File: src/sv/rpn_pkg.sv
// shared types, constants and decode helpers for the postfix evaluator
// used by rpn_ctrl, rpn_datapath, the top level and the checker
package rpn_pkg;

   localparam logic [7:0] CHAR_PLUS  = 8'h2B;
   localparam logic [7:0] CHAR_MINUS = 8'h2D;
   localparam logic [7:0] CHAR_STAR  = 8'h2A;
   localparam logic [7:0] CHAR_SLASH = 8'h2F;
   localparam logic [7:0] CHAR_EQUAL = 8'h3D;
   localparam logic [7:0] CHAR_ZERO  = 8'd48;

   localparam logic [1:0] STS_OK    = 2'd0;
   localparam logic [1:0] STS_UNDER = 2'd1;
   localparam logic [1:0] STS_OVER  = 2'd2;
   localparam logic [1:0] STS_DIVZ  = 2'd3;

   typedef enum logic [1:0] {
      OP_ADD,
      OP_SUB,
      OP_MUL,
      OP_DIV
   } op_type;

   typedef enum logic [1:0] {
      ST_IDLE,
      ST_FETCH,
      ST_ITER,
      ST_FINISH
   } state_type;

   typedef struct packed {
      logic       push;
      logic       emit;
      logic       set_err;
      logic [1:0] err_code;
      logic       fetch;
      logic       exec;
      logic       iter;
      logic       finish;
   } cmd_type;

   typedef struct packed {
      logic   has_err;
      logic   lt2;
      logic   full;
      logic   divz;
      logic   iter_done;
      op_type op;
   } stat_type;

   function automatic logic is_operator(input logic [7:0] c);
      is_operator = (c == CHAR_PLUS) || (c == CHAR_MINUS) ||
                    (c == CHAR_STAR) || (c == CHAR_SLASH);
   endfunction

   function automatic op_type decode_op(input logic [7:0] c);
      op_type o;
      case (c)
         CHAR_PLUS:  o = OP_ADD;
         CHAR_MINUS: o = OP_SUB;
         CHAR_STAR:  o = OP_MUL;
         default:    o = OP_DIV;
      endcase
      decode_op = o;
   endfunction

endpackage

File: src/sv/rpn_ram.sv
// generic simple dual port ram, one write and one registered read port
// no dependencies
module rpn_ram #(
   parameter int WIDTH = 32,
   parameter int DEPTH = 16
) (
   input  logic                     clock,
   input  logic                     wen,
   input  logic [$clog2(DEPTH)-1:0] waddr,
   input  logic [WIDTH-1:0]         wdata,
   input  logic [$clog2(DEPTH)-1:0] raddr,
   output logic [WIDTH-1:0]         rdata
);

   logic [WIDTH-1:0] mem [DEPTH];
   logic [WIDTH-1:0] rdata_ff;

   always_ff @(posedge clock) begin
      if (wen) begin
         mem[waddr] <= wdata;
      end
      rdata_ff <= mem[raddr];
   end

   assign rdata = rdata_ff;

endmodule

File: src/sv/rpn_datapath.sv
// operand stack (top register plus ram), shift-add multiplier, restoring divider
// and result register; depends on rpn_pkg and rpn_ram
module rpn_datapath #(
   parameter int STACK_DEPTH = 16,
   parameter int VALUE_WIDTH = 32
) (
   input  logic              clock,
   input  logic              reset,
   input  rpn_pkg::cmd_type  cmd,
   input  logic [7:0]        char_code,
   output rpn_pkg::stat_type stat,
   output logic [31:0]       value,
   output logic [1:0]        status
);
   import rpn_pkg::*;

   localparam int AW = $clog2(STACK_DEPTH);
   localparam int CW = $clog2(STACK_DEPTH + 1);
   localparam int IW = $clog2(VALUE_WIDTH);
   localparam int W  = VALUE_WIDTH;

   logic [W-1:0]  top_ff, top_in;
   logic [CW-1:0] count_ff, count_in;
   logic [1:0]    err_ff, err_in;
   op_type        op_ff, op_in;
   logic [W-1:0]  work_a_ff, work_a_in;
   logic [W-1:0]  work_b_ff, work_b_in;
   logic [W-1:0]  acc_ff, acc_in;
   logic          neg_ff, neg_in;
   logic [IW-1:0] iter_ff, iter_in;
   logic [31:0]   out_value_ff, out_value_in;
   logic [1:0]    out_status_ff, out_status_in;

   logic          ram_wen;
   logic [AW-1:0] ram_waddr, ram_raddr;
   logic [W-1:0]  lower;
   logic [W-1:0]  push_val, abs_a, abs_b, quot;
   logic [W:0]    shifted, diff;
   logic signed [63:0] top_ext;

   // top of stack lives in top_ff, entries below it in the ram
   assign ram_wen   = cmd.push && (count_ff != '0);
   assign ram_waddr = AW'(count_ff - CW'(1));
   assign ram_raddr = AW'(count_ff - CW'(2));

   rpn_ram #(
      .WIDTH (W),
      .DEPTH (STACK_DEPTH)
   ) u_stack (
      .clock (clock),
      .wen   (ram_wen),
      .waddr (ram_waddr),
      .wdata (top_ff),
      .raddr (ram_raddr),
      .rdata (lower)
   );

   always_comb begin
      push_val = W'(char_code) - W'(CHAR_ZERO);
      abs_a    = lower[W-1] ? (W'(0) - lower) : lower;
      abs_b    = top_ff[W-1] ? (W'(0) - top_ff) : top_ff;
      shifted  = {acc_ff, work_a_ff[W-1]};
      diff     = shifted - {1'b0, work_b_ff};
      quot     = neg_ff ? (W'(0) - work_a_ff) : work_a_ff;
      top_ext  = 64'(signed'(top_ff));

      top_in        = top_ff;
      count_in      = count_ff;
      err_in        = err_ff;
      op_in         = op_ff;
      work_a_in     = work_a_ff;
      work_b_in     = work_b_ff;
      acc_in        = acc_ff;
      neg_in        = neg_ff;
      iter_in       = iter_ff;
      out_value_in  = out_value_ff;
      out_status_in = out_status_ff;

      if (cmd.emit) begin
         if (err_ff != STS_OK) begin
            out_value_in  = '0;
            out_status_in = err_ff;
         end else if (count_ff == '0) begin
            out_value_in  = '0;
            out_status_in = STS_UNDER;
         end else begin
            out_value_in  = top_ext[31:0];
            out_status_in = STS_OK;
         end
         count_in = '0;
         err_in   = STS_OK;
      end

      if (cmd.set_err) begin
         err_in = cmd.err_code;
      end

      if (cmd.push) begin
         top_in   = push_val;
         count_in = count_ff + CW'(1);
      end

      if (cmd.fetch) begin
         op_in = decode_op(char_code);
      end

      if (cmd.exec) begin
         iter_in = '0;
         acc_in  = '0;
         case (op_ff)
            OP_ADD: begin
               top_in   = lower + top_ff;
               count_in = count_ff - CW'(1);
            end
            OP_SUB: begin
               top_in   = lower - top_ff;
               count_in = count_ff - CW'(1);
            end
            OP_MUL: begin
               work_a_in = lower;
               work_b_in = top_ff;
            end
            default: begin
               work_a_in = abs_a;
               work_b_in = abs_b;
               neg_in    = lower[W-1] ^ top_ff[W-1];
            end
         endcase
      end

      if (cmd.iter) begin
         iter_in = iter_ff + IW'(1);
         if (op_ff == OP_MUL) begin
            if (work_b_ff[0]) begin
               acc_in = acc_ff + work_a_ff;
            end
            work_a_in = {work_a_ff[W-2:0], 1'b0};
            work_b_in = {1'b0, work_b_ff[W-1:1]};
         end else begin
            // restoring step, quotient bits shift into work_a
            if (!diff[W]) begin
               acc_in    = diff[W-1:0];
               work_a_in = {work_a_ff[W-2:0], 1'b1};
            end else begin
               acc_in    = shifted[W-1:0];
               work_a_in = {work_a_ff[W-2:0], 1'b0};
            end
         end
      end

      if (cmd.finish) begin
         top_in   = (op_ff == OP_MUL) ? acc_ff : quot;
         count_in = count_ff - CW'(1);
      end
   end

   always_ff @(posedge clock) begin
      if (reset) begin
         count_ff <= '0;
         err_ff   <= STS_OK;
         iter_ff  <= '0;
         op_ff    <= OP_ADD;
      end else begin
         count_ff <= count_in;
         err_ff   <= err_in;
         iter_ff  <= iter_in;
         op_ff    <= op_in;
      end
      top_ff        <= top_in;
      work_a_ff     <= work_a_in;
      work_b_ff     <= work_b_in;
      acc_ff        <= acc_in;
      neg_ff        <= neg_in;
      out_value_ff  <= out_value_in;
      out_status_ff <= out_status_in;
   end

   assign stat.has_err   = (err_ff != STS_OK);
   assign stat.lt2       = (count_ff < CW'(2));
   assign stat.full      = (count_ff == CW'(STACK_DEPTH));
   assign stat.divz      = (top_ff == '0);
   assign stat.iter_done = (iter_ff == IW'(W - 1));
   assign stat.op        = op_ff;

   assign value  = out_value_ff;
   assign status = out_status_ff;

endmodule

File: src/sv/rpn_ctrl.sv
// sequencer for the postfix evaluator: classifies items, drives datapath
// commands and owns the result valid flag; depends on rpn_pkg
module rpn_ctrl (
   input  logic              clock,
   input  logic              reset,
   input  logic              req_tvalid,
   output logic              req_tready,
   input  logic [7:0]        char_code,
   output logic              rsp_tvalid,
   input  logic              rsp_tready,
   input  rpn_pkg::stat_type stat,
   output rpn_pkg::cmd_type  cmd
);
   import rpn_pkg::*;

   state_type state_ff, state_in;
   logic      rsp_valid_ff, rsp_valid_in;
   logic      ready;

   always_ff @(posedge clock) begin
      if (reset) begin
         state_ff     <= ST_IDLE;
         rsp_valid_ff <= 1'b0;
      end else begin
         state_ff     <= state_in;
         rsp_valid_ff <= rsp_valid_in;
      end
   end

   always_comb begin
      state_in = state_ff;
      cmd      = '0;
      ready    = 1'b0;
      case (state_ff)
         ST_IDLE: begin
            // only the end marker waits for a pending result
            ready = !rsp_valid_ff || rsp_tready || (char_code != CHAR_EQUAL);
            if (ready && req_tvalid) begin
               if (char_code == CHAR_EQUAL) begin
                  cmd.emit = 1'b1;
               end else if (!stat.has_err) begin
                  if (is_operator(char_code)) begin
                     if (stat.lt2) begin
                        cmd.set_err  = 1'b1;
                        cmd.err_code = STS_UNDER;
                     end else begin
                        cmd.fetch = 1'b1;
                        state_in  = ST_FETCH;
                     end
                  end else if (stat.full) begin
                     cmd.set_err  = 1'b1;
                     cmd.err_code = STS_OVER;
                  end else begin
                     cmd.push = 1'b1;
                  end
               end
            end
         end
         ST_FETCH: begin
            // lower operand is on the ram read port this cycle
            if (stat.op == OP_DIV && stat.divz) begin
               cmd.set_err  = 1'b1;
               cmd.err_code = STS_DIVZ;
               state_in     = ST_IDLE;
            end else begin
               cmd.exec = 1'b1;
               if (stat.op inside {OP_ADD, OP_SUB}) begin
                  state_in = ST_IDLE;
               end else begin
                  state_in = ST_ITER;
               end
            end
         end
         ST_ITER: begin
            cmd.iter = 1'b1;
            if (stat.iter_done) begin
               state_in = ST_FINISH;
            end
         end
         ST_FINISH: begin
            cmd.finish = 1'b1;
            state_in   = ST_IDLE;
         end
         default: begin
            state_in = ST_IDLE;
         end
      endcase

      if (cmd.emit) begin
         rsp_valid_in = 1'b1;
      end else if (rsp_tready) begin
         rsp_valid_in = 1'b0;
      end else begin
         rsp_valid_in = rsp_valid_ff;
      end
   end

   assign req_tready = ready;
   assign rsp_tvalid = rsp_valid_ff;

endmodule

File: src/sv/postfix_expression_evaluator_unit.sv
// postfix expression evaluator, one character per input item
// top level: joins rpn_ctrl and rpn_datapath; depends on rpn_pkg
//
// usage:
//   req channel carries one expression character per item. '+', '-', '*'
//   and '/' combine the two top stack entries, '=' ends the expression,
//   any other code pushes (code - 48). only '=' produces a rsp item.
//   rsp item holds the top of stack (zero on error) and a status:
//   0 ok, 1 underflow or empty, 2 overflow, 3 divide by zero.
// timing:
//   push, '=', underflow and overflow are handled in ST_IDLE alone; '+', '-' and
//   a divide by zero also pass ST_FETCH (ram read of the lower operand, then the
//   add or the check); '*' and '/' pass ST_FETCH, ST_ITER and ST_FINISH, stepped by the
//   shared one-bit-per-cycle shift-add multiplier and restoring divider. no new
//   character is taken outside ST_IDLE; a result is available the cycle after '=' is accepted.
// reset clears the stack count, the sticky error and the result valid flag.
// a stalled rsp holds its item; further characters are still taken until the
// next '=' arrives, which waits until the pending result is taken.
module postfix_expression_evaluator_unit #(
   parameter int STACK_DEPTH = 16,
   parameter int VALUE_WIDTH = 32
) (
   input  logic        clock,
   input  logic        reset,
   input  logic        req_tvalid,
   output logic        req_tready,
   input  logic [7:0]  req_tdata,   // [7:0] char_code
   output logic        rsp_tvalid,
   input  logic        rsp_tready,
   output logic [39:0] rsp_tdata    // [31:0] value, [33:32] status, rest zero
);
   import rpn_pkg::*;

   cmd_type     cmd;
   stat_type    stat;
   logic [31:0] value;
   logic [1:0]  status;

   rpn_ctrl u_ctrl (
      .clock      (clock),
      .reset      (reset),
      .req_tvalid (req_tvalid),
      .req_tready (req_tready),
      .char_code  (req_tdata),
      .rsp_tvalid (rsp_tvalid),
      .rsp_tready (rsp_tready),
      .stat       (stat),
      .cmd        (cmd)
   );

   rpn_datapath #(
      .STACK_DEPTH (STACK_DEPTH),
      .VALUE_WIDTH (VALUE_WIDTH)
   ) u_datapath (
      .clock     (clock),
      .reset     (reset),
      .cmd       (cmd),
      .char_code (req_tdata),
      .stat      (stat),
      .value     (value),
      .status    (status)
   );

   assign rsp_tdata = {6'b0, status, value};

endmodule

File: config.mk
export PLATFORM = sky130hd
export DESIGN_NAME = postfix_expression_evaluator_unit
export DESIGN_NICKNAME = d
export VERILOG_FILES = /design/src/sv/rpn_pkg.sv /design/src/sv/rpn_ram.sv /design/src/sv/rpn_datapath.sv /design/src/sv/rpn_ctrl.sv /design/src/sv/postfix_expression_evaluator_unit.sv
export SDC_FILE = /design/constraint.sdc
export NUM_CORES = 1
export LEC_CHECK = 0
export BUFFER_PORTS_ARGS = -buffer_cell sky130_fd_sc_hd__buf_2
export CORE_MARGIN = 4
export CORE_UTILIZATION = 55
export DETAILED_ROUTE_END_ITERATION = 16
export PLACE_DENSITY = 0.74
export SYNTH_ARGS = -nofsm -noshare
export SYNTH_HDL_FRONTEND = slang
export SYNTH_HIERARCHICAL = 1
export SYNTH_SLANG_ARGS = --single-unit
File: constraint.sdc
create_clock -name clock -period 5.2 [get_ports clock]
set_input_delay 0.26 -clock clock [delete_from_list [all_inputs] [get_ports clock]]
set_output_delay 0.26 -clock clock [all_outputs]
set_load 0.02 [all_outputs]
==> impl_metrics.py <==
metrics = {
    "sta": {
        "timing.fmax_ghz": 0.208,
        "final_max_slew_viol_count": 0,
        "tns_ns": 0,
        "slew_headroom_pct": 14.4,
        "finalSetupViolations": 0,
        "hold_viol_final": 0,
        "setup_slack_ns": 0.402,
        "rsz0062_at_grt": "false",
        "worst_pin_slew_ns": 1.28,
        "skew_ns": 0.0253,
        "finalCritPeriodShare_pct": 92.3,
        "period_needed_ns": 4.80,
        "holdWs_ns": 0.0555,
    },
    "synth": {
        "synthTopCellsByCount": "579 x edfxtp_1, 251 x nand2_1, 221 x o21ai_0",
        "synth_most_common_cell": "edfxtp_1",
        "seq_area_frac_synth_pct": 57.2,
        "synth.distinct_cells": 88,
        "yosys-top-cells-area": "edfxtp_1 49%, dfxtp_1 8.2%, mux4_2 8.1%",
        "ys_seq_elements": 724,
        "synth_top_area_cell": "edfxtp_1",
        "async_flop_share_pct": 0,
        "synth_top_area_share_pct": 49.0,
        "syn_inst": 2838,
        "netlist_area_um2": 35500,
        "synth_ff_type": "edfxtp_1",
        "yosysWarnings": 6,
        "synth_area_per_cell_um2": 12.5,
        "synth_edf_count": 579,
    },
    "power_and_ir_drop": {
        "intPower_mw": 10.9,
        "combPwrFrac_pct": 18.0,
        "switching_share_pct": 27.3,
        "p_seq_share_pct": 45.5,
        "clockPowerShare_pct": 36.5,
        "power_density_nw_per_um2": 380,
        "ir_drop_mv": 0.264,
        "power.switching_mw": 4.09,
        "p_leak_nw": 13.9,
    },
    "place": {
        "numPortBuffers": 47,
        "placed_area_um2": 36900,
        "gp_congestion": 0.944,
        "dp_hpwl_mm": 61.6,
        "dp_slack_ns": 0.381,
    },
    "min_path": {
        "worstHoldPathType": "input pin to flop",
        "worstHoldPathCells": 2,
        "holdCritStartpoint": "req_tdata[1]",
    },
    "die": {
        "die_x_um": 262,
        "dieArea_um2": 68700,
        "initial_core_util_pct": 55.9,
        "rows": 92,
        "ioPinCount": 54,
        "die_h_um": 262,
        "coreArea_um2": 63500,
    },
    "cts": {
        "clkSinkCount": 724,
        "root_buffer": "clkbuf_16",
        "htree_levels": 3,
        "postCtsSetupBuffers": 0,
        "clk_latency_ns": 0.61,
        "cts_tree": "done",
        "cts_buffer_depth": 3,
        "clkTransAtPathRegs_ns": 0.06,
        "cts_made_buffers": 75,
    },
    "routing": {
        "ant_nets": 0,
        "initialDrtViolationCount": 2447,
        "viasPerCell": 6.31,
        "vias": 23900,
        "drt_first_pass_iters": 6,
        "post_drt_wl_per_cell_um": 24.6,
        "route.detailed.drc": 0,
        "wl_mm": 93.1,
    },
    "global_routing": {
        "grt_usage_pct": 27.1,
        "antenna_found_initial": 2,
        "grt_start_max_net_pins": 64,
        "grt_pass1_vias": 24000,
        "grt.overflow.total": 0,
        "grt_pass1_wl_mm": 142,
    },
    "critical_path": {
        "r2r_end": "u_datapath/top_ff[28]",
        "worst-path-stages": 17,
        "cp-start-kind": "flop",
        "timing.rr.start": "u_datapath/top_ff[1]",
        "rr_worst_depth": 17,
        "cp-endpoint": "u_datapath/top_ff[28]",
        "cp_slowest_stage_delay_ns": 0.57,
        "crit_required_ns": 5.65,
        "cp.arrival_ns": 5.25,
        "rrSetupSlack_ns": 0.40,
        "crit_fanout": 6,
        "crit_chain": "inv_1 > ha_1 > or4b_4 > nor4_1 > nor2_1 > xnor2_1 > ha_1 > and4_1 > o21a_1 > a2111oi_1 > nor2_1 > a41oi_1 > a211oi_1 > a211oi_1 > o41ai_1 > xnor2_1 > a21oi_1",
        "crit_path_start": "u_datapath/top_ff[1]",
        "worst-setup-path-type": "flop to flop",
        "cp-end-kind": "flop",
        "path_buf_inv": 1,
        "slowest_stage": "a2111oi_1",
        "cp_top_family": "compound AO/OA/AOI/OAI gates",
    },
    "cells_and_area": {
        "ff_latch_area_um2": 20300,
        "drive_gt1_share_pct": 14.5,
        "multiInputGateArea_um2": 14400,
        "fin_nets": 3008,
        "n_fill_cell": 4808,
        "fin_area_um2": 39400,
        "syn_to_final_growth_pct": 10.9,
    },
    "status": {
        "status": "finished, final reports clean",
    },
    "flow_run": {
        "max-cap-violations": 0,
    },
}
## power groups by stage
stage	Combinational, mW	Sequential (mW)	Clock (mW)
floorplan	1.98	6.82	0
global placement	2.59	6.89	0
detailed placement	2.63	6.91	0
CTS	2.65	6.78	5.56
global route	2.95	6.81	5.83
finish	2.69	6.80	5.46
## sequential cells by signal, summed over array words and instances (netlist names), named ones only
register	cells
u_datapath/value	32
u_datapath/work_b_ff	32
u_datapath/neg_ff	1
u_ctrl/rsp_tvalid	1
u_datapath/iter_ff	5
u_datapath/u_stack/mem	512
u_datapath/count_ff	5
u_datapath/status	2
u_datapath/op_ff	2
u_datapath/work_a_ff	32
u_ctrl/state_ff	1
u_datapath/acc_ff	32
u_datapath/top_ff	32
u_datapath/u_stack/rdata	32
u_datapath/err_ff	2
## cell families after synthesis
family	count (synthesis)	synth area share (%)
flip-flops	724	57.2
AND/OR/NAND/NOR	706	9.81
other	1	0.0106
adder cells (fa/ha/maj)	111	3.98
XOR/XNOR	188	4.64
multiplexers	168	9.27
AO/OA/AOI/OAI	710	12.4
buffers and inverters	230	2.72
## final cells by class
cell class | count | share of cell area (%)
flip-flops and latches | 724 | 51.5
multi-input cells | 1889 | 36.7
clock buffers | 102 | 5.18
well taps | 846 | 2.69
repair buffers | 119 | 2.01
clock inverters | 34 | 1.18
inverters | 76 | 0.731
diodes | 1 | 0.00635
## metrics by stage
step,util (%),power [mW],std cells
finish,62.0,14.9,3791
global route,62.0,15.6,3790
CTS,62.0,15.0,3790
detailed placement,58.0,9.53,3652
global placement,58.0,9.48,3652
floorplan,-,8.80,2843
## layer usage
metal  track usage [%]  wire (um)  vias to the layer above
met5                 0          0                        -
met4              10.4       3420                        0
met3              3.99       6930                      189
met2              46.1      45800                     1014
met1              35.7      37000                    11800
li1                  -          -                    10900
## layout by cell type (no fill, tap or decap), types with 18 or more instances in the layout
cell,netlist,layout
a21oi_1,181,181
o21ai_0,221,221
nand3_1,40,40
xnor2_1,106,106
mux2i_1,35,35
o21a_1,18,18
a21o_1,44,44
clkbuf_16,0,75
o31ai_1,22,22
xor2_1,82,82
inv_1,75,74
or3_1,19,19
clkbuf_1,106,21
ha_1,108,108
nor2_1,165,148
edfxtp_1,579,579
nor3_1,47,43
buf_2,16,47
a211oi_1,30,30
buf_4,17,69
nor2b_1,25,20
o211ai_1,26,26
nand2b_1,31,31
nand2_1,251,251
dfxtp_1,145,144
and2_1,41,38
mux4_2,128,128
a22oi_1,82,82
## repair_timing
item / in CTS / in global routing
hold buffers: 2 / 0
resized for setup: 0 / 1
endpoints found under the setup margin: 0 / 2
endpoints found under the hold margin: 2 / 0
## worst min path at each step
| stage | endpoint | slack (ns) |
|---|---|---|
| after global placement | u_datapath/status[1] | 0.44 |
| after global routing | u_datapath/op_ff[0] | 0.03 |
| after detailed placement | u_datapath/status[1] | 0.44 |
| after floorplan | u_ctrl/state_ff[0] | 0.32 |
| after CTS | u_datapath/op_ff[0] | 0.01 |
| final | u_datapath/op_ff[0] | 0.06 |
(Power assumes the default switching activity.)
